**config.mk**
```make
export PLATFORM = sky130hd
export DESIGN_NAME = skvt_enc
export DESIGN_NICKNAME = d
export VERILOG_FILES = /design/src/hw/rtl/skvt_enc.sv
export SDC_FILE = /design/constraint.sdc
export NUM_CORES = 1
export LEC_CHECK = 0
export BUFFER_PORTS_ARGS = -buffer_cell sky130_fd_sc_hd__buf_2
export CAP_MARGIN = 30
export CORE_AREA = 2 2 103 105
export DETAILED_ROUTE_END_ITERATION = 8
export DIE_AREA = 0 0 105 107
export GPL_TIMING_DRIVEN = 1
export SLEW_MARGIN = 25
export SYNTH_ARGS = -nofsm -noshare
export SYNTH_HDL_FRONTEND = slang
export SYNTH_SLANG_ARGS = --single-unit
```
**constraint.sdc**
```tcl
create_clock -name vclk -period 1.5
set_clock_uncertainty 0.2 [all_clocks]
set_input_delay 0.15 -clock vclk [all_inputs]
set_output_delay 0.15 -clock vclk [all_outputs]
set_load 0.03 [all_outputs]
```
**src/hw/rtl/skvt_enc.sv**
```systemverilog
module skvt_enc #(
    parameter int N = 256,
    parameter int W = 8
) (
    input  logic [N-1:0] onehot,
    output logic [W-1:0] idx
);

    // Fold the index of the single set bit into a binary number
    always_comb
    begin
        idx = '0;
        for (int i = 0; i < N; i++)
        begin
            if (onehot[i])
            begin
                idx = idx | W'(i);
            end
        end
    end

endmodule

```
# ---- Word-level counts from Yosys, hierarchy flattened
# Cells that the tools add are included.
dict set report totals {
  register_bits 0
  inputBits 256
  out_inout_bits 8
}
dict set report classes {
  muxes 255
}
# op n
set ops {}
lappend ops {{$mux W8} 128}
lappend ops {{$mux W7} 64}
lappend ops {{$mux W6} 32}
lappend ops {{$mux W5} 16}
lappend ops {{$mux W4} 8}
lappend ops {{$mux W3} 4}
lappend ops {{$mux W2} 2}
lappend ops {{$mux W1} 1}

# ---- Logic depth before layout (Yosys ltp)
# Gate-level depths: netlist (run 1).
dict set report depth {
  depth_word 255
  depth_mapped 4
}

# ---- Worst setup path before layout (run 1)
# OpenSTA, ideal clock, no wires.
dict set report synth_timing {
  path_type {in2out}
  startpoint {input port onehot[177]}
  endpoint {output port idx[0]}
  arrival_time_ns 1.294
  path_stages 4
  required_time_ns 1.150
  setup_slack_ns -0.144
  cell_sequence {nor4_1 > nand4_1 > nor4_2 > nand4_1}
}
dict set report synth_via {
  elab_chain_cells 79
}
# element line_no
set synth_lines {}
lappend synth_lines {{start, declared} 5} ;# input logic [N-1:0] onehot,
lappend synth_lines {{$mux W8 (79 in series)} 15} ;# if (onehot[i])
lappend synth_lines {{end, declared} 6} ;# output logic [W-1:0] idx
# Every way passes these cells.

# ---- Worst setup path in the final report (run 1)
dict set report layout_timing {
  startpoint {input port onehot[103]}
  endpoint {output port idx[1]}
}
dict set report layout_via {
  elab_chain_cells 153
}
# element line_no
set layout_lines {}
lappend layout_lines {{$mux W7 (25 in series)} 15}
lappend layout_lines {{$mux W8 (128 in series)} 15}
# Every way passes these cells.

==> results of run 1 <==
==> per-layer routing <==
layer,up-vias,global-route usage (%),part of all wire [%]
met2,187,53.3,52
met1,1825,32.9,40
met4,0,5.14,2.2
met3,21,3.10,5.8
li1,1800,-,-
met5,-,0,0
==> repair_timing <==
action | in CTS | in global routing
gates cloned | 0 | 0
resized for setup | 110 | 42
setup endpoints to repair | 8 | 8
pin swaps | 31 | 22
setup buffers | 3 | 4
hold buffers | 0 | 0
==> cell usage in the layout (no fill, tap or decap) <==
cell	netlist	final
nand4_1	30	30
nand3_4	0	4
buf_4	0	159
nand3_2	1	5
buf_6	0	22
buf_2	0	238
nor3_1	15	10
nand2_2	0	1
nand2_1	10	9
nor4_2	3	32
nor4_1	117	53
nor2_1	13	13
nand3_1	16	8
buf_8	0	3
nor4_4	0	35
nor3_2	0	5
==> worst min-delay path, delay by kind of cell <==
family | cells | cell delay (ns)
buffers and inverters | 2 | 0.23
and+or+nand+nor | 2 | 0.14
==> worst max-delay path by stage <==
stage / from / endpoint / slack [ns] / depth (start not counted)
after global routing: onehot[103] / idx[1] / -0.55 / 7
after detailed placement: onehot[71] / idx[1] / -0.99 / 7
after floorplan: onehot[248] / idx[7] / -0.05 / 4
final: onehot[103] / idx[1] / -0.49 / 7
after global placement: onehot[71] / idx[1] / -1.01 / 7
after CTS: onehot[66] / idx[6] / -0.50 / 7
==> area by class of cell <==
cell class,count,area share (%)
tap,136,3.50
timing repair buffer,422,55.1
multi-input combinational,205,41.4
==> power groups by stage <==
stage	clock, mW	sequential [mW]	combinational (mW)
4_1_cts	0	0	0.931
3_3_place_gp	0	0	0.801
6_report	0	0	1.01
3_5_place_dp	0	0	0.808
2_1_floorplan	0	0	0.0758
5_1_grt	0	0	1.06
==> cell usage after synthesis <==
cell       n
nand3_1   16
nand4_1   30
nand2_1   10
nor3_1    15
nor4_1   117
nor2_1    13
nand3_2    1
nor4_2     3
==> per-stage QoR <==
step | cell area (um^2) | utilization, %
finish | 4860 | 48.2
global route | 4860 | 48.2
CTS | 4570 | 45.3
detailed placement | 3930 | 38.9
global placement | 3930 | 38.9
floorplan | 1300 | -
==> kinds of logic after synthesis <==
kind of cell     count (synthesis)  share of synthesized area [%]
and+or+nand+nor                205                            100
==> out/results.tsv, run 1 <==
stage	metric	value	unit
worst_setup_path	cpLargestDelayFamily	simple AND/OR/NAND/NOR gates	
timing	worstMarginPinSlew	0.472	ns
pwr	sw_frac_of_total	47.3	%
floorplanning	ios	264	
floorplanning	chipHeight	107	um
floorplanning	die_area	11200	um^2
pwr	fin_total_pwr	1.01	mW
global_route	gr-total-overflow	0	
logic_synthesis	syn_avg_cell_area	5.90	um^2
detailed_routing	dr.first_iter.drc_count	167	
pwr	sequentialPowerShare	0	%
global_route	antenna_found_initial	0	
timing	slew_headroom	68.3	%
detailed_routing	avgRoutedWirePerCell	21.5	um
logic_synthesis	synthesis.nets	461	
logic_synthesis	synth_area_leaders	nor4_1 (61%), nand4_1 (16%), nand3_1 (6.6%), nor3_1 (6.2%), nor2_1 (4.0%)	
cells_and_area	layout-drive-gt1-share	80.4	%
worst_setup_path	cp-start-kind	primary input	
worst_setup_path	worstSetupPathType	in2out	
cells_and_area	instances_no_fill	763	
cells_and_area	syn2layout_area_growth	302	%
detailed_routing	drcViolationCount	0	
placement	hpwl	14.6	mm
min_path	worstHoldPathType	in2out	
timing	fin_crit	1.99	ns
logic_synthesis	yosys_warnings	0	
floorplanning	initial_core_util	12.0	%
timing	max_freq	0.503	GHz
pwr	p_int	531	uW
min_path	hold_path_depth	4	
cells_and_area	diodes	0	
run_status	violations	setup timing	
floorplanning	row_count	37	
global_route	grt_usage	27.6	%
pwr	p_sw	476	uW
logic_synthesis	ys_seq_area_share	0	%
detailed_routing	wl	16.4	mm
worst_setup_path	cp_num_buf_inv	3	
timing	rsz0062_at_grt	yes	
flow_run	maxCapViolations	0	
global_route	grt_pass1_vias	4161	
placement	pre_cts_slack	-0.990	ns
floorplanning	core	10100	um^2
timing	setup_ws	-0.487	ns
placement	dp.cells	756	
cells_and_area	final.fill_count	1046	
detailed_routing	viasPerCell	5.02	
cells_and_area	regArea	0	um^2
cells_and_area	multiInputGateArea	2010	um^2
run_status	outcome	finished, violations left	
detailed_routing	drtPass1Iterations	4	
pwr	power.leakage	2.13	nW
timing	tns	-3.36	ns
timing	slew_viol_final	0	
worst_setup_path	cp.required	1.15	ns
detailed_routing	routed-via-count	3833	
worst_setup_path	crit_slowest_cell	nor4_4	
worst_setup_path	path_cells	buf_2 -> nor4_2 -> buf_4 -> nand4_1 -> nor4_4 -> nand3_2 -> buf_6	
floorplanning	die_w	105	um
cells_and_area	seq_cell_count	0	
timing	timing.hold.ws	0.484	ns
logic_synthesis	ys_types	8	
pwr	comb_power_share	100.0	%
logic_synthesis	syn_inst	205	
logic_synthesis	synth_top_cell_by_area	nor4_1	
detailed_routing	ant_nets	0	
timing	hold_viol	0	
placement	place.gp.congestion	0.918	
pwr	powerDensity	207	nW/um^2
pwr	peakVddDrop	0.0000876	V
logic_synthesis	netlist_area	1210	um^2
timing	finalCritPeriodShare	132	%
min_path	whs_endpoint	idx[6]	
min_path	worstHoldStart	onehot[112]	
cells_and_area	nNetsFinal	885	
global_route	grt_max_degree	4	
cells_and_area	nClkBuffers	0	
worst_setup_path	critPathCaptureType	output port	
worst_setup_path	max_stage_delay	0.39	ns
placement	port-buffer-count	263	
pwr	clkPwrFrac	0	%
worst_setup_path	crit_fanout	2	
worst_setup_path	arrival	1.64	ns
timing	setup_viol	8	
global_route	grt_pass1_wl	23.6	mm
logic_synthesis	synth_top_area_share	60.6	%
No activity file was read; power rests on OpenSTA's default activity.
==> run 2, diff against run 1 <==
--- a/config.mk
+++ b/config.mk
@@ -7,9 +7,9 @@
 export LEC_CHECK = 0
 export BUFFER_PORTS_ARGS = -buffer_cell sky130_fd_sc_hd__buf_2
 export CAP_MARGIN = 30
-export CORE_AREA = 2 2 103 105
+export CORE_AREA = 8 8 95 97
 export DETAILED_ROUTE_END_ITERATION = 8
-export DIE_AREA = 0 0 105 107
+export DIE_AREA = 0 0 103 105
 export GPL_TIMING_DRIVEN = 1
 export SLEW_MARGIN = 25
 export SYNTH_ARGS = -nofsm -noshare
==> run 2 against run 1 <==
Effect of this change:
- the flow still finishes with violations (setup timing)
- via count is 0.63% higher
- sequential cell count stayed put
- hold slack better by 0.0022 ns
- combinational power hardly changed
- fmax is 7.5% higher
- die area is 3.7% lower
- core utilization is 15 points higher
- critical path type unchanged
- highest routed layer unchanged
==> out/results.tsv, run 2 (synthesized netlist as in run 1, its figures left out) <==
stage	metric	value	unit	change
run_status	outcome	finished, violations left		
run_status	violations	setup timing		
pwr	peakVddDrop	0.000131	V	+50%
pwr	fin_total_pwr	1.02	mW	+1.6%
flow_run	maxCapViolations	0		unchanged
timing	setup_viol	8		unchanged
placement	pre_cts_slack	-0.623	ns	+0.367 ns
cells_and_area	seq_cell_count	0		unchanged
timing	rsz0062_at_grt	yes		
cells_and_area	final_common_cell	buf_2		
cells_and_area	layout-drive-gt1-share	80.6	%	+0.21 points
timing	slew_headroom	74.0	%	+5.7 points
min_path	worstHoldPathType	in2out		
pwr	power.leakage	2.01	nW	-5.8%
global_route	antenna_found_initial	1		+1
worst_setup_path	arrival	1.50	ns	-0.14 ns
floorplanning	ios	264		unchanged
worst_setup_path	worstSetupPathType	in2out		
timing	setup_ws	-0.349	ns	+0.138 ns
detailed_routing	ant_nets	0		unchanged
placement	place.gp.congestion	0.957		+4.3%
cells_and_area	nClkBuffers	0		unchanged
cells_and_area	syn2layout_area_growth	295	%	
timing	finalCritPeriodShare	123	%	-9.2 points
cells_and_area	nNetsFinal	861		-2.7%
worst_setup_path	max_stage_delay	0.29	ns	-0.10 ns
timing	hold_viol	0		unchanged
floorplanning	initial_core_util	16.1	%	+4.1 points
placement	hpwl	14.9	mm	+2.2%
timing	fin_crit	1.85	ns	-0.138 ns
worst_setup_path	critPathCaptureType	output port		
cells_and_area	finish.utilization	63.4	%	+15 points
timing	worstMarginPinSlew	0.387	ns	-0.0846 ns
worst_setup_path	crit_fanout	2		unchanged
worst_setup_path	cp-start-kind	primary input		
floorplanning	die_area	10800	um^2	-3.7%
global_route	gr-total-overflow	0		unchanged
placement	port-buffer-count	263		unchanged
detailed_routing	routed-via-count	3857		+0.63%
worst_setup_path	crit_slowest_cell	nor4_1		
floorplanning	die_w	103	um	-1.9%
floorplanning	row_count	32		-14%
worst_setup_path	cp.required	1.15	ns	about the same
global_route	grt_usage	29.2	%	+1.5 points
floorplanning	core	7530	um^2	-25%
detailed_routing	drtPass1Iterations	4		unchanged
detailed_routing	dr.first_iter.drc_count	191		+14%
detailed_routing	avgRoutedWirePerCell	24.2	um	+13%
timing	slew_viol_final	0		unchanged
floorplanning	chipHeight	105	um	-1.9%
detailed_routing	wl	17.1	mm	+4.2%
worst_setup_path	path_cells	buf_6 -> nor4_4 -> buf_4 -> nand4_1 -> nor4_1 -> buf_4 -> nand3_2 -> buf_6		
global_route	grt_pass1_vias	4422		+6.3%
global_route	grt_pass1_wl	24.4	mm	+3.2%
pwr	powerDensity	214	nW/um^2	+3.4%
timing	max_freq	0.541	GHz	+7.5%
detailed_routing	drcViolationCount	0		unchanged
global_route	grt_max_degree	4		unchanged
detailed_routing	viasPerCell	5.46		+8.8%
cells_and_area	final_cell_mix	buf_2 (228), buf_4 (131), nor4_1 (47)		
cells_and_area	regArea	0	um^2	unchanged
run 2: cell type report:
class | instances | area (um^2)
multi-input cells | 205 | 2050
fillers | 728 | 2750
diodes | 1 | 2.50
repair buffers | 398 | 2590
well taps | 102 | 128
run 2: worst max-delay path, delay by kind of cell:
family                 cells  cell delay [ns]
buffers and inverters      4             0.60
and+or+nand+nor            4             0.74
run 2: through the flow:
stage          setup TNS [ns]  hold WS (ns)  cell area (um^2)  std cells
5_1_grt                 -3.16         0.501              4780        706
4_1_cts                 -2.47         0.454              4430        704
3_3_place_gp            -4.27         0.511              3720        701
2_1_floorplan          -0.156         0.346              1300        205
3_5_place_dp            -4.08         0.520              3720        701
6_report                -2.55         0.487              4780        706
run 2: final timing paths:
check	startpoint	endpoint	slack [ns]	cells past startpoint
worst max-delay path	onehot[66]	idx[6]	-0.35	8
worst min-delay path	onehot[129]	idx[7]	0.49	4
run 2: what timing repair did:
item                       CTS  global route
pin swaps                   37            26
gates resized for setup    119            59
setup endpoints to repair    8             8
hold buffers                 0             0
hold endpoints to repair     0             0
buffers inserted             4             1
run 2: metal layers:
metal | share of wire (%) | GRT usage [%]
met1 | 38 | 34.0
met5 | 0 | 0
met2 | 49 | 52.2
met4 | 3.3 | 7.34
met3 | 9.8 | 5.64
run 2: where the power goes:
group / internal (mW) / leakage [nW] / switching, mW
logic: 0.541 / 2.01 / 0.481
registers: 0 / 0 / 0
clock network: 0.0000000891 / 0.00000634 / 0
==> run 3, diff against run 2 <==
==> constraint.sdc (replaced) <==
create_clock -name vclk -period 1.5
set_clock_uncertainty 0.2 [all_clocks]
set_input_delay 0.45 -clock vclk [all_inputs]
set_output_delay 0.45 -clock vclk [all_outputs]
set_load 0.03 [all_outputs]
==> run 3 against run 2 <==
Effect of this change:
- critical path type unchanged
- highest routed layer unchanged
- design area increased by 0.21%
- largest cell class unchanged
- via count fell by 4.0%
- hold slack gained 0.62 ns
- cell count down 1.7%
- first-iteration DRC count decreased by 31%
- the flow still finishes with violations (setup timing)
- largest power group unchanged
==> out/results.tsv, run 3 (synthesized netlist as in run 1, its figures left out) <==
stage	metric	value	unit	change
run_status	outcome	finished, violations left		
run_status	violations	setup timing		
cells_and_area	diodes	0		-1
detailed_routing	dr.max_layer_used	met4		
detailed_routing	wl_met3	1.33	mm	-21%
worst_setup_path	crit_fanout	3		+1
detailed_routing	viasPerCell	5.33		-2.4%
pwr	power.leakage	1.98	nW	-1.4%
cells_and_area	seq_cell_count	0		unchanged
placement	dp.cells	689		-1.7%
global_route	grt_usage	27.6	%	-1.5 points
timing	fin_crit	2.48	ns	+0.634 ns
detailed_routing	routed-via-count	3701		-4.0%
floorplanning	ios	264		unchanged
placement	pre_cts_slack	-1.20	ns	-0.574 ns
min_path	worstHoldPathType	in2out		
detailed_routing	drcViolationCount	0		unchanged
timing	worstMarginPinSlew	0.394	ns	+0.00731 ns
cells_and_area	nNetsFinal	850		-1.3%
flow_run	maxCapViolations	0		unchanged
floorplanning	chipHeight	105	um	unchanged
cells_and_area	final_common_cell	buf_2		
cells_and_area	nClkBuffers	0		unchanged
cells_and_area	layout-drive-gt1-share	81.8	%	+1.2 points
floorplanning	initial_core_util	16.1	%	unchanged
worst_setup_path	cp.required	0.85	ns	-0.30 ns
cells_and_area	regArea	0	um^2	unchanged
worst_setup_path	arrival	1.83	ns	+0.33 ns
worst_setup_path	setup.worst_path.end	idx[3]		
floorplanning	row_count	32		unchanged
floorplanning	die_w	103	um	unchanged
worst_setup_path	worstSetupPathType	in2out		
clock_tree	ctsHoldBuffers	0		unchanged
global_route	grt_pass1_wl	22.9	mm	-6.3%
global_route	grt_max_degree	4		unchanged
timing	setup_ws	-0.983	ns	-0.634 ns
timing	finalCritPeriodShare	166	%	+42 points
cells_and_area	finish.utilization	63.6	%	+0.13 points
detailed_routing	dr.first_iter.drc_count	132		-31%
detailed_routing	drtPass1Iterations	4		unchanged
timing	slew_viol_final	0		unchanged
floorplanning	core	7530	um^2	unchanged
worst_setup_path	critPathCaptureType	output port		
pwr	powerDensity	214	nW/um^2	-0.19%
cells_and_area	multiInputGateArea	2200	um^2	+7.2%
detailed_routing	dr_wl_met2	8.19	mm	-2.8%
placement	hpwl	14.7	mm	-1.4%
placement	place.gp.congestion	0.947		-0.97%
floorplanning	die_area	10800	um^2	unchanged
detailed_routing	wl	16.2	mm	-5.5%
worst_setup_path	cp-start-kind	primary input		
cells_and_area	instances_no_fill	694		-1.7%
global_route	grt_pass1_vias	4218		-4.6%
timing	setup_viol	8		unchanged
detailed_routing	ant_nets	0		unchanged
timing	max_freq	0.403	GHz	-26%
detailed_routing	wl_met1	6.24	mm	-2.9%
pwr	peakVddDrop	0.000141	V	+7.7%
cells_and_area	final_area	4790	um^2	+0.21%
timing	hold_viol	0		unchanged
worst_setup_path	startpoint	onehot[47]		
cells_and_area	final_cell_mix	buf_2 (232), buf_4 (123), nor4_4 (48)		
detailed_routing	avgRoutedWirePerCell	23.3	um	-3.8%
placement	port-buffer-count	263		unchanged
timing	rsz0062_at_grt	yes		
timing	slew_headroom	73.5	%	-0.45 points
global_route	antenna_found_initial	0		-1
global_route	gr-total-overflow	0		unchanged
cells_and_area	syn2layout_area_growth	296	%	
cells_and_area	final.fill_count	697		-4.3%
placement	placed_cell_area	3980	um^2	+6.8%
-- run 3: cell count changes in the layout (fill, tap and decap cells not counted), sizes merged --
cell,delta
buf,-11
diode,-1
-- run 3: worst min-delay path by stage --
stage | start | to | slack, ns | depth (start not counted)
after global routing | onehot[129] | idx[7] | 1.13 | 4
after detailed placement | onehot[129] | idx[7] | 1.10 | 4
final | onehot[129] | idx[7] | 1.11 | 4
after CTS | onehot[129] | idx[7] | 1.10 | 4
after global placement | onehot[129] | idx[7] | 1.11 | 4
after floorplan | onehot[112] | idx[6] | 0.87 | 2
-- run 3: worst max-delay path: stages --
cell and delay [ns]:
buf_8 0.11, nor4_4 0.42, nand4_1 0.21, nor4_2 0.34, nand3_2 0.14, buf_6 0.16
-- run 3: where the power goes --
part           internal (mW)  total, mW  switching, mW
Combinational          0.531       1.02          0.492
Clock                      0          0              0
Sequential                 0          0              0
Total                  0.531       1.02          0.492
-- run 3: through the flow --
step	hold slack (ns)	TNS [ns]	power (mW)
after CTS	1.10	-7.35	0.964
after global routing	1.13	-7.85	1.07
final	1.11	-7.42	1.02
after floorplan	0.871	-4.50	0.0948
after global placement	1.11	-8.82	0.824
after detailed placement	1.10	-8.66	0.830
-- run 3: cell type report --
class | count | share of cell area, %
timing repair buffer | 387 | 51.4
multi-input combinational | 205 | 45.9
tap | 102 | 2.67
-- run 3: timing repair --
item / 4_1_cts / 5_1_grt
setup endpoints to repair: 8 / 8
pin swaps: 37 / 16
endpoints found under the hold margin: 0 / 0
resized for setup: 98 / 42
setup buffers: 4 / 1
-- run 3: layer usage --
layer	global-route usage [%]	vias up
li1	-	1732
met5	0	-
met3	4.58	26
met4	6.00	0
met1	32.9	1744
met2	49.5	199
