<file path="src/hw/rtl/skvt_pkg.sv">
package skvt_pkg;

    // Fixed widths of the position, status and command fields
    localparam int POS_BITS    = 9;
    localparam int STATUS_BITS = 3;
    localparam int CMD_BITS    = 2;

    typedef enum logic [CMD_BITS-1:0] {
        CMD_FIND   = 2'd0,
        CMD_INSERT = 2'd1,
        CMD_REMOVE = 2'd2,
        CMD_CLEAR  = 2'd3
    } command_t;

    typedef enum logic [STATUS_BITS-1:0] {
        STAT_OK        = 3'd0,
        STAT_NOT_FOUND = 3'd1,
        STAT_FULL      = 3'd2,
        STAT_BAD_POS   = 3'd3,
        STAT_UNSORTED  = 3'd4
    } status_t;

    // Action applied by every cell of the chain in the update cycle
    typedef enum logic [1:0] {
        CELL_HOLD,
        CELL_WRITE,
        CELL_INSERT,
        CELL_REMOVE
    } cell_op_t;

    typedef enum logic {
        ST_IDLE,
        ST_APPLY
    } state_t;

endpackage

</file>
<file path="src/hw/rtl/skvt_cell.sv">
module skvt_cell #(
    parameter int IDX        = 0,
    parameter int KEY_BITS   = 32,
    parameter int VALUE_BITS = 64,
    parameter int PW         = 9,
    parameter int CW         = 9
) (
    input  logic                     clk,
    input  logic                     sample,
    input  logic [KEY_BITS-1:0]      probe_key,
    input  logic [skvt_pkg::POS_BITS-1:0] probe_pos,
    input  logic [PW-1:0]            count,
    input  skvt_pkg::cell_op_t       op,
    input  logic [KEY_BITS-1:0]      new_key,
    input  logic [VALUE_BITS-1:0]    new_value,
    input  logic [KEY_BITS-1:0]      lo_key,
    input  logic [VALUE_BITS-1:0]    lo_value,
    input  logic                     lo_le,
    input  logic                     lo_lt,
    input  logic [KEY_BITS-1:0]      hi_key,
    input  logic [VALUE_BITS-1:0]    hi_value,
    output logic [KEY_BITS-1:0]      key_q,
    output logic [VALUE_BITS-1:0]    value_q,
    output logic                     le_q,
    output logic                     lt_q,
    output logic                     eq_q,
    output logic                     bnd_lt,
    output logic                     bnd_le
);
    import skvt_pkg::*;

    logic [KEY_BITS-1:0]   key_reg;
    logic [VALUE_BITS-1:0] value_reg;
    logic                  le_reg;
    logic                  lt_reg;
    logic                  eq_reg;
    logic                  rm_reg;
    logic                  live;

    // This cell holds a live entry while its position is within the count
    assign live = (PW'(IDX) < count);

    // Latch the compare flags against the incoming word
    always_ff @(posedge clk)
    begin
        if (sample)
        begin
            le_reg <= live && (key_reg <= probe_key);
            lt_reg <= live && (key_reg < probe_key);
            eq_reg <= live && (key_reg == probe_key);
            rm_reg <= (CW'(IDX + 1) >= CW'(probe_pos));
        end
    end

    // Boundary of the sorted run, seen from the lower neighbour
    assign bnd_lt = lo_lt && !lt_reg;
    assign bnd_le = lo_le && !le_reg;

    // Overwrite, take the new entry, or shift from a neighbour
    always_ff @(posedge clk)
    begin
        case (op)
            CELL_WRITE:
            begin
                if (bnd_lt && eq_reg)
                begin
                    value_reg <= new_value;
                end
            end
            CELL_INSERT:
            begin
                if (bnd_le)
                begin
                    key_reg   <= new_key;
                    value_reg <= new_value;
                end
                else if (!lo_le)
                begin
                    key_reg   <= lo_key;
                    value_reg <= lo_value;
                end
            end
            CELL_REMOVE:
            begin
                if (rm_reg)
                begin
                    key_reg   <= hi_key;
                    value_reg <= hi_value;
                end
            end
            default:
            begin
                key_reg   <= key_reg;
                value_reg <= value_reg;
            end
        endcase
    end

    assign key_q   = key_reg;
    assign value_q = value_reg;
    assign le_q    = le_reg;
    assign lt_q    = lt_reg;
    assign eq_q    = eq_reg;

endmodule

</file>
<file path="config.mk">
export PLATFORM = sky130hd
export DESIGN_NAME = skvt_cell
export DESIGN_NICKNAME = d
export VERILOG_FILES = /design/src/hw/rtl/skvt_pkg.sv /design/src/hw/rtl/skvt_cell.sv
export SDC_FILE = /design/constraint.sdc
export NUM_CORES = 1
export LEC_CHECK = 0
export ABC_AREA = 1
export BUFFER_PORTS_ARGS = -buffer_cell sky130_fd_sc_hd__buf_2
export CORE_AREA = 2 2 172 174
export DETAILED_ROUTE_END_ITERATION = 10
export DIE_AREA = 0 0 174 176
export PLACE_DENSITY = 0.49
export SLEW_MARGIN = 20
export SYNTH_ARGS = -nofsm -noshare
export SYNTH_HDL_FRONTEND = slang
export SYNTH_SLANG_ARGS = --single-unit
</file>
<file path="constraint.sdc">
create_clock -name clk -period 7.1 [get_ports clk]
set_clock_uncertainty 0.2 [all_clocks]
set_input_delay 1.42 -clock clk [delete_from_list [all_inputs] [get_ports clk]]
set_output_delay 1.42 -clock clk [all_outputs]
set_load 0.05 [all_outputs]
</file>
# After elaboration in Yosys (flattened, before gate mapping)
# Cells that the tools add are included.
# totals
register_bits	100
in_bits	344
wordCells	38
# classes
order_cmp	4
eq_ne	7
mux	9
n_reduce_logical	12
# op_table
op	n
64-bit 2-to-1 mux	4
64-bit case mux with 3 select lines	1
32-bit 2-to-1 mux	3
32-bit case mux with 2 select lines	1
32-bit == test	1
32-bit less-or-equal comparator	1
32-bit less-than comparator	1
1-bit by 9-bit greater-or-equal comparator with 1-bit output, first input constant	1
1-bit by 9-bit less-than comparator with 1-bit output, first input constant	1
1-bit logical AND	6
2-bit == test, second input constant	2
2-bit != test, second input constant	2
4-bit AND reduction	1
3-bit != test, second input constant	1
3-bit AND reduction	1
3-bit nonzero test	1
2-bit by 1-bit == test with 1-bit output, second input constant	1
1-bit logical NOT	2
2-bit nonzero test	1

# Longest topological paths before layout
# Gate-level depths: netlist of run 1.
# depth
depth_word	5
depth_mapped	14
mapped_depth_nobuf	14

# Least setup slack after synthesis of run 1
# OpenSTA, ideal clock, no wires.
# synth_timing
path_kind	input to register
from	in op[1]
to	reg value_reg[0] (netlist: value_q[0]) (enable)
setup_time_ps	574
arrival_time_ps	6317
t_required_ps	6326
path_slack_ps	8
cell_stages	5
path_cell_list	inv_2 > nor2_4 > buf_4 > and3_1 > o21ai_0
# synth_via
elab_chain_len	3
word_cells_on_any_way	8
cone_classes	6 x eq/ne; 2 x reduce/logical
# synth_lines
item	line	source
start, declared	skvt_cell.sv:13	input skvt_pkg::cell_op_t op,
2-bit == test / 2-bit by 1-bit == test with 1-bit output (equally long branches)	skvt_cell.sv:62	case (op)
3-bit != test (no line) (tied with other cells)	-	
4-bit AND reduction (no line) *	-	
end signal, assigned	skvt_cell.sv:67	value_reg <= new_value;
end signal, assigned	skvt_cell.sv:75	value_reg <= new_value;
end signal, assigned	skvt_cell.sv:80	value_reg <= lo_value;
end, declared	skvt_cell.sv:33	logic [VALUE_BITS-1:0] value_reg;
# Mark *: on every way between the ends. The rest lies on a longest branch, timed or not.
# A chain may end at the register's enable or synchronous reset.

# Worst setup path in the final report of run 1
# layout_timing
from	in op[0]
to	reg value_reg[39] (netlist: value_q[39]) (enable)
# Same word-level chain as after synthesis.

==> impl_metrics.env, run 1 <==
export IMPL_relSlewSlack_pct=34.07
export IMPL_portBuffers=443
export IMPL_r2r_slack_ns=4.58
export IMPL_yosysWarnings=0
export IMPL_wl_per_cell_um=16.57
export IMPL_peakVddDrop_v=0.0001124
export IMPL_yosysTopAreaCell="edfxtp_1"
export IMPL_finalSetupViolCount=0
export IMPL_routed_wl_um=26040
export IMPL_layout_commonest_cell="buf_2"
export IMPL_rows=62
export IMPL_worstSkewPairLatency_ns=0.35
export IMPL_power_density_nw_per_um2=191.7
export IMPL_tns_ns=0
export IMPL_hold_violations=0
export IMPL_pwr_share_comb_pct=30.5
export IMPL_cp_required_ns=6.88
export IMPL_numCtsBuffers=9
export IMPL_seqPwrFrac_pct=42.0
export IMPL_cts_setup_buffers=0
export IMPL_die_h_um=176
export IMPL_period_share_pct=59.71
export IMPL_endpoint_kind="register"
export IMPL_place_area_um2=8847
export IMPL_crit_arrival_ns=4.01
export IMPL_total_power_w=0.001750
export IMPL_vias_per_cell=4.420
export IMPL_synth_seq_cells=100
export IMPL_core_um2=28550
export IMPL_reg2reg_depth=5
export IMPL_clock_fmax_mhz=235.9
export IMPL_r2r_start="le_q$_DFFE_PP_"
export IMPL_dr_total_vias=6944
export IMPL_die_area_um2=30620
export IMPL_postLayoutCellArea_um2=9130
export IMPL_cts_hold_buf=0
export IMPL_syn2layout_area_growth_pct=44.55
export IMPL_hp_class="reg2reg"
export IMPL_worst_path_max_fanout=65
export IMPL_switching_power_w=0.0006264
export IMPL_grt_pass1_wl_um=38120
export IMPL_first_pass_iters=5
export IMPL_rsz0062_at_grt="false"
export IMPL_hold_end="key_q[0]$_DFFE_PP_"
export IMPL_pwr_share_clk_pct=27.6
export IMPL_antenna_left=0
export IMPL_grt_max_degree=67
export IMPL_ys_top_cells_by_area="edfxtp_1, nand2_1, o211ai_1"
export IMPL_cts_resized=0
export IMPL_clkTransAtPathRegs_ns=0.07
export IMPL_cts_buffer_depth=2
export IMPL_syn_inst=763
export IMPL_syn_area_um2=6316
export IMPL_drc=0
export IMPL_synth_top_area_share_pct=47.54
export IMPL_p_int_w=0.001124
export IMPL_start_util_pct=22.12
export IMPL_ys_types=24
export IMPL_worstHoldPathCells=4
export IMPL_maxCapViolCount=0
export IMPL_antenna_found_initial=5
export IMPL_fillerInstances=3150
export IMPL_place_hpwl_um=20110
export IMPL_cts_sink_count=100
export IMPL_syn_nets=1139
export IMPL_drt_iter0_drc=381
export IMPL_worstHoldStart="le_q$_DFFE_PP_"
export IMPL_worst_slew_pin_slew_ns=0.9867
export IMPL_grt_pass1_vias=6607
export IMPL_grt_usage_pct=16.12
export IMPL_final_cell_mix="buf_2, nand2_1, nor2_1"
export IMPL_switching_share_pct=35.79
export IMPL_cts_htree_levels=3
export IMPL_status="finished, final reports clean"
export IMPL_crit_type="in2reg"
export IMPL_grt_ovfl_total=0
export IMPL_layout_nets=1553
export IMPL_post_route_min_period_ns=4.239
export IMPL_avgSynthCellArea_um2=8.278
export IMPL_gp_congestion=0.8508
export IMPL_die_x_um=174
export IMPL_drive_gt1_share_pct=40.02
export IMPL_io_pins=445
export IMPL_seq_area_frac_synth_pct=47.54
export IMPL_r2r_end="value_q[35]$_DFFE_PP_"
export IMPL_start_kind="input pin"
export IMPL_cts_tree="built"
export IMPL_slew_violations=0
export IMPL_p_leak_nw=4.300
export IMPL_root_buffer="clkbuf_16"
export IMPL_largest_reg_flops=64
==> through the flow <==
| step | hold slack, ns | util [%] | setup WS (ns) | std cells |
|---|---|---|---|---|
| 2_1_floorplan | 0.9871 | - | 0.008316 | 763 |
| 3_3_place_gp | 0.8275 | 30.99 | 2.472 | 1550 |
| 5_1_grt | 0.9160 | 31.97 | 2.692 | 1570 |
| 4_1_cts | 0.8776 | 31.94 | 2.812 | 1566 |
| 3_5_place_dp | 0.8549 | 30.99 | 2.430 | 1550 |
| 6_report | 0.8609 | 31.98 | 2.861 | 1571 |
==> power groups by stage <==
stage	combinational (W)	sequential, W	clock, W
detailed placement	0.000538	0.000748	0
global placement	0.000535	0.000748	0
finish	0.000533	0.000735	0.000482
global route	0.000581	0.000740	0.000522
floorplan	0.000173	0.000913	0
CTS	0.000539	0.000735	0.000506
==> Yosys cell counts (all sizes together) <==
master,number
a31oi,32
nand4,5
ha,32
nand3,3
buf,32
nor2,113
and3,1
nor4,2
and2,1
edfxtp,100
o21a,2
a21oi,14
nand2,229
clkbuf,16
o21ai,67
nor3,1
a21o,1
o211ai,64
inv,48
==> cell families after synthesis <==
kind of cell,share of synthesized area [%]
AND/OR/NAND/NOR,21.77
buffers and inverters,6.795
adder cells (fa/ha/maj),6.339
flip-flops,47.54
AO/OA/AOI/OAI,17.55
==> layout make-up <==
cell class | instances | area [um2] | share of cell area (%)
clock inverter | 5 | 37.54 | 0.4111
multi-input combinational | 567 | 2905 | 31.82
sequential | 100 | 3003 | 32.89
clock buffer | 11 | 232.7 | 2.549
tap | 384 | 480.5 | 5.262
antenna | 5 | 12.51 | 0.1370
inverter | 48 | 181.4 | 1.987
timing repair buffer | 451 | 2277 | 24.94
==> worst max path at each step <==
stage | to | from | slack [ns] | cells after the start
after floorplan | value_q[0]$_DFFE_PP_ | op[1] | 0.008 | 5
after global placement | value_q[39]$_DFFE_PP_ | op[0] | 2.47 | 8
after detailed placement | value_q[55]$_DFFE_PP_ | op[0] | 2.43 | 8
after CTS | value_q[39]$_DFFE_PP_ | op[0] | 2.81 | 8
after global routing | value_q[2]$_DFFE_PP_ | op[0] | 2.69 | 8
final | value_q[39]$_DFFE_PP_ | op[0] | 2.86 | 8
==> routing by layer <==
layer	track usage [%]	wire length, um	vias to the layer above
li1	-	-	3465
met1	20.46	11080	3192
met2	26.73	12590	255
met3	4.199	1766	32
met4	5.357	605	0
met5	0	0	-
==> worst max-delay path: stages <==
cell,delay (ns)
buf_2,0.14
nand2_2,0.06
buf_4,0.31
inv_2,0.10
buf_4,0.56
a21oi_1,0.31
o21ai_4,0.20
buf_4,0.68
Power figures use the tool's default switching activity.
==> run 2, diff against run 1 <==
==> constraint.sdc (replaced) <==
create_clock -name clk -period 3.55 [get_ports clk]
set_clock_uncertainty 0.2 [all_clocks]
set_input_delay 0.71 -clock clk [delete_from_list [all_inputs] [get_ports clk]]
set_output_delay 0.71 -clock clk [all_outputs]
set_load 0.05 [all_outputs]
==> impl_metrics.env, run 2 (synthesis results as in run 1) <==
export IMPL_status="finished, final reports clean"
export IMPL_route_met3_wl_um=1494
export IMPL_die_x_um=174
export IMPL_post_route_min_period_ns=2.427
export IMPL_gp_congestion=0.8601
export IMPL_relSlewSlack_pct=42.65
export IMPL_endpoint_kind="output pin"
export IMPL_instances_no_fill=1567
export IMPL_finalSetupViolCount=0
export IMPL_drc=0
export IMPL_cts_sink_count=100
export IMPL_power_density_nw_per_um2=380.9
export IMPL_crit_arrival_ns=1.52
export IMPL_crit_path_start="le_q$_DFFE_PP_"
export IMPL_tns_ns=0
export IMPL_hp_class="in2reg"
export IMPL_numCtsBuffers=9
export IMPL_first_pass_iters=4
export IMPL_worst_path_max_fanout=12
export IMPL_crit_type="reg2out"
export IMPL_grt_usage_pct=15.87
export IMPL_antenna_left=0
export IMPL_maxCapViolCount=0
export IMPL_rows=62
export IMPL_fillerInstances=3154
export IMPL_grt_ovfl_total=0
export IMPL_multi_input_comb_area_um2=2905
export IMPL_rsz0062_at_grt="false"
export IMPL_worstHoldStart="sample"
export IMPL_met1Wirelength_um=10750
export IMPL_cts_buffer_depth=2
export IMPL_largest_reg_flops=64
export IMPL_antenna_cells=0
export IMPL_wl_met2_um=12690
export IMPL_dr_max_layer_used="met5"
export IMPL_worst_slew_pin_slew_ns=0.8603
export IMPL_cts_setup_buffers=0
export IMPL_clock_fmax_mhz=412.0
export IMPL_slew_violations=0
export IMPL_root_buffer="clkbuf_16"
export IMPL_period_share_pct=68.37
export IMPL_grt_pass1_wl_um=37740
export IMPL_die_h_um=176
export IMPL_drt_iter0_drc=375
export IMPL_p_leak_nw=4.306
export IMPL_wl_per_cell_um=16.26
export IMPL_place_hpwl_um=19700
export IMPL_regArea_um2=3003
export IMPL_grt_pass1_vias=6537
export IMPL_final_cell_mix="buf_2, nand2_1, nor2_1"
export IMPL_portBuffers=443
export IMPL_drive_gt1_share_pct=40.07
export IMPL_routed_wl_um=25470
export IMPL_antenna_found_initial=1
export IMPL_vias_per_cell=4.456
export IMPL_cp_required_ns=2.64
export IMPL_cts_resized=0
export IMPL_dp_cells=1551
export IMPL_dr_total_vias=6982
export IMPL_layout_nets=1554
export IMPL_grt_max_degree=97
export IMPL_cts_hold_buf=0
export IMPL_clkTransAtPathRegs_ns=0.08
export IMPL_die_area_um2=30620
export IMPL_start_kind="register"
export IMPL_start_util_pct=22.12
export IMPL_pre_cts_slack_ns=0.7567
export IMPL_worstSkewPairLatency_ns=0.34
export IMPL_io_pins=445
export IMPL_hold_violations=0
export IMPL_cts_tree="built"
export IMPL_cts_htree_levels=3
export IMPL_setup_slack_ns=1.123
export IMPL_r2r_start="le_q$_DFFE_PP_"
export IMPL_syn2layout_area_growth_pct=44.71
export IMPL_core_um2=28550
export IMPL_layout_commonest_cell="buf_2"
export IMPL_peakVddDrop_v=0.0002366
## run 2: changes by cell type in the layout (fill, tap and decap cells not counted)
cell,before,now
buf_6,0,1
diode_2,5,0
buf_4,8,7
clkinvlp_4,2,3
clkinv_4,1,0
buf_12,0,1
## run 2: final cells by class
class                           count  share of cell area (%)
Multi-Input combinational cell    567                   31.79
Tap cell                          384                   5.257
Inverter                           48                   1.985
Sequential cell                   100                   32.85
Clock inverter                      5                  0.3970
Timing Repair Buffer              452                   25.17
Clock buffer                       11                   2.546
## run 2: report_power, final
| part | internal, W | total [W] | switching, W |
|---|---|---|---|
| registers | 0.00143 | 0.00147 | 0.0000351 |
| clock network | 0.000479 | 0.000942 | 0.000463 |
| logic | 0.000338 | 0.00107 | 0.000734 |
## run 2: worst paths after layout
path                            depth (start not counted)                     to  slack [ns]
worst max-delay path                                    2                 bnd_le        1.12
worst min-delay path                                    1       rm_reg$_DFFE_PP_        0.43
worst max register to register                          4  value_q[15]$_DFFE_PP_        1.24
worst min register to register                          3    key_q[27]$_DFFE_PP_        0.68
## run 2: metrics by stage
| step | hold slack (ns) | area (um2) | total power, W | utilization [%] |
|---|---|---|---|---|
| after global placement | 0.6953 | 8867 | 0.002568 | 31.06 |
| after floorplan | 0.6225 | 6320 | 0.002165 | - |
| after CTS | 0.4177 | 9136 | 0.003554 | 32.00 |
| final | 0.4304 | 9140 | 0.003481 | 32.02 |
| after global routing | 0.4260 | 9140 | 0.003682 | 32.02 |
| after detailed placement | 0.7040 | 8867 | 0.002577 | 31.06 |
## run 2: critical path: stages (launching register included)
cell      delay (ns)
edfxtp_1        0.47
nor2_4          0.36
buf_2           0.34
## run 2: layer usage
metal  vias to the layer above  GRT usage, %
li1                       3459             -
met1                      3254         20.12
met2                       236         27.19
met3                        31         3.402
met4                         2         4.692
met5                         -             0
==> run 3, diff against run 2 <==
--- a/config.mk
+++ b/config.mk
@@ -5,12 +5,12 @@
 export SDC_FILE = /design/constraint.sdc
 export NUM_CORES = 1
 export LEC_CHECK = 0
-export ABC_AREA = 1
+export ABC_AREA = 0
 export BUFFER_PORTS_ARGS = -buffer_cell sky130_fd_sc_hd__buf_2
 export CORE_AREA = 2 2 172 174
 export DETAILED_ROUTE_END_ITERATION = 10
 export DIE_AREA = 0 0 174 176
-export PLACE_DENSITY = 0.49
+export PLACE_DENSITY = 0.46
 export SLEW_MARGIN = 20
 export SYNTH_ARGS = -nofsm -noshare
 export SYNTH_HDL_FRONTEND = slang
==> constraint.sdc (replaced) <==
create_clock -name clk -period 2.4 [get_ports clk]
set_clock_uncertainty 0.2 [all_clocks]
set_input_delay 0.48 -clock clk [delete_from_list [all_inputs] [get_ports clk]]
set_output_delay 0.48 -clock clk [all_outputs]
set_load 0.05 [all_outputs]
==> impl_metrics.env, run 3 <==
export IMPL_r2r_start="key_q[29]$_DFFE_PP_"
export IMPL_cts_resized=0
export IMPL_antenna_left=0
export IMPL_cp_required_ns=2.40
export IMPL_max_stage_delay_ns=0.55
export IMPL_synth_edff_count=100
export IMPL_hold_violations=0
export IMPL_maxCapViolCount=0
export IMPL_start_util_pct=21.19
export IMPL_setup_slack_ns=0.2387
export IMPL_layout_nets=1441
export IMPL_instances_no_fill=1456
export IMPL_relSlewSlack_pct=70.92
export IMPL_p_leak_nw=4.173
export IMPL_clock_fmax_mhz=462.7
export IMPL_largest_reg_flops=64
export IMPL_worstHoldStart="hi_key[23]"
export IMPL_vias_per_cell=4.317
export IMPL_post_route_min_period_ns=2.161
export IMPL_async_flop_share_pct=0
export IMPL_core_um2=28550
export IMPL_clkTransAtPathRegs_ns=0.08
export IMPL_slew_violations=0
export IMPL_cts_setup_buffers=0
export IMPL_drc=0
export IMPL_start_kind="register"
export IMPL_first_pass_iters=5
export IMPL_wl_per_cell_um=16.22
export IMPL_place_area_um2=8870
export IMPL_fillerInstances=3107
export IMPL_crit_family="simple AND/OR/NAND/NOR gates"
export IMPL_postLayoutCellArea_um2=9190
export IMPL_grt_usage_pct=14.95
export IMPL_ys_types=35
export IMPL_die_h_um=176
export IMPL_syn_area_um2=6048
export IMPL_drt_iter0_drc=298
export IMPL_yosysWarnings=0
export IMPL_synth_top_area_share_pct=49.65
export IMPL_finalSetupViolCount=0
export IMPL_cts_tree="built"
export IMPL_grt_use_met3_pct=4.436
export IMPL_dp_cells=1438
export IMPL_busiest_layer="met2"
export IMPL_antenna_found_initial=3
export IMPL_io_pins=445
export IMPL_status="finished, final reports clean"
export IMPL_worst_path_max_fanout=5
export IMPL_portBuffers=443
export IMPL_worstSkewPairLatency_ns=0.35
export IMPL_grt_pass1_wl_um=35510
export IMPL_peakVddDrop_v=0.0002475
export IMPL_grt_pass1_vias=6297
export IMPL_place_hpwl_um=19360
export IMPL_crit_type="reg2reg"
export IMPL_final_cell_mix="buf_2, edfxtp_1, o21ai_0"
export IMPL_crit_path_start="key_q[29]$_DFFE_PP_"
export IMPL_dr_total_vias=6285
export IMPL_numCtsBuffers=9
export IMPL_yosysMostFrequentCell="edfxtp_1"
export IMPL_yosysTopAreaCell="edfxtp_1"
export IMPL_cts_buffer_depth=2
export IMPL_use_met1_pct=17.04
export IMPL_cts_htree_levels=3
export IMPL_synth_ff_type="edfxtp_1"
export IMPL_layout_commonest_cell="buf_2"
export IMPL_synth_common_cells="edfxtp_1, o21ai_0, a21oi_1"
export IMPL_hp_class="in2reg"
export IMPL_die_area_um2=30620
export IMPL_root_buffer="clkbuf_16"
export IMPL_cts_sink_count=100
export IMPL_crit_chain="ha_1 -> nand4_1 -> o32ai_1 -> or4_1 -> a22oi_2"
export IMPL_grt_max_degree=55
export IMPL_syn2layout_area_growth_pct=51.94
export IMPL_gp_congestion=0.7664
export IMPL_ys_top_cells_by_area="edfxtp_1, o21ai_0, ha_1"
export IMPL_die_x_um=174
export IMPL_routed_wl_um=23620
export IMPL_pre_cts_slack_ns=0.003691
export IMPL_period_share_pct=90.05
export IMPL_synth_seq_cells=100
export IMPL_syn_inst=632
export IMPL_crit_arrival_ns=2.16
export IMPL_endpoint_kind="register"
export IMPL_syn_nets=1008
export IMPL_cp_buffers_inverters=0
export IMPL_rsz0062_at_grt="false"
export IMPL_seq_area_frac_synth_pct=49.65
export IMPL_power_density_nw_per_um2=559.3
export IMPL_avgSynthCellArea_um2=9.570
export IMPL_slowest_stage="or4_1"
export IMPL_grt_ovfl_total=0
export IMPL_cts_hold_buf=0
export IMPL_worst_slew_pin_slew_ns=0.4362
export IMPL_drive_gt1_share_pct=46.45
export IMPL_grt_use_met2_pct=27.06
export IMPL_rows=62
export IMPL_whs_ns=0.2044
==> run 3: stage by stage <==
step | utilization (%) | setup TNS [ns] | total power (W)
after floorplan | - | -25.78 | 0.003041
after global placement | 31.07 | 0 | 0.003637
after detailed placement | 31.07 | 0 | 0.003644
after CTS | 32.15 | 0 | 0.005249
after global routing | 32.19 | 0 | 0.005425
final | 32.19 | 0 | 0.005140
==> run 3: kinds of logic after synthesis <==
| group | share of synthesized area (%) |
|---|---|
| compound gates | 16.57 |
| fa+ha+maj | 6.620 |
| buf+inv | 5.668 |
| flops | 49.65 |
| mux | 5.296 |
| simple gates | 16.20 |
==> run 3: routing by layer <==
metal,vias to the layer above,part of all wire (%)
met3,18,8.3
li1,3162,-
met1,2819,39
met2,286,51
met4,0,1.8
met5,-,0
==> run 3: layout make-up <==
type	count	area, um2	share of cell area (%)
diodes	2	5.005	0.05446
clock buffers	9	225.2	2.451
clock inverters	7	83.83	0.9122
inverters	34	127.6	1.389
multi-input cells	452	2760	30.03
flip-flops and latches	100	3003	32.68
well taps	384	480.5	5.228
repair buffers	468	2505	27.26
==> run 3: power by group <==
| part | internal (W) | switching (W) |
|---|---|---|
| sequential | 0.00209 | 0.0000440 |
| clock | 0.000831 | 0.000732 |
| combinational | 0.000529 | 0.000919 |
==> run 3: path summary, 6_finish.rpt <==
kind | slack, ns | cells after the start | endpoint
worst max-delay path | 0.24 | 5 | le_q$_DFFE_PP_
worst min register to register | 0.71 | 3 | key_q[6]$_DFFE_PP_
worst min-delay path | 0.20 | 3 | key_q[23]$_DFFE_PP_
worst max register to register | 0.24 | 5 | le_q$_DFFE_PP_
==> run 3: tightest hold or removal path: stages <==
cell,delay [ns]
buf_2,0.07
nand2_1,0.03
o21ai_0,0.06
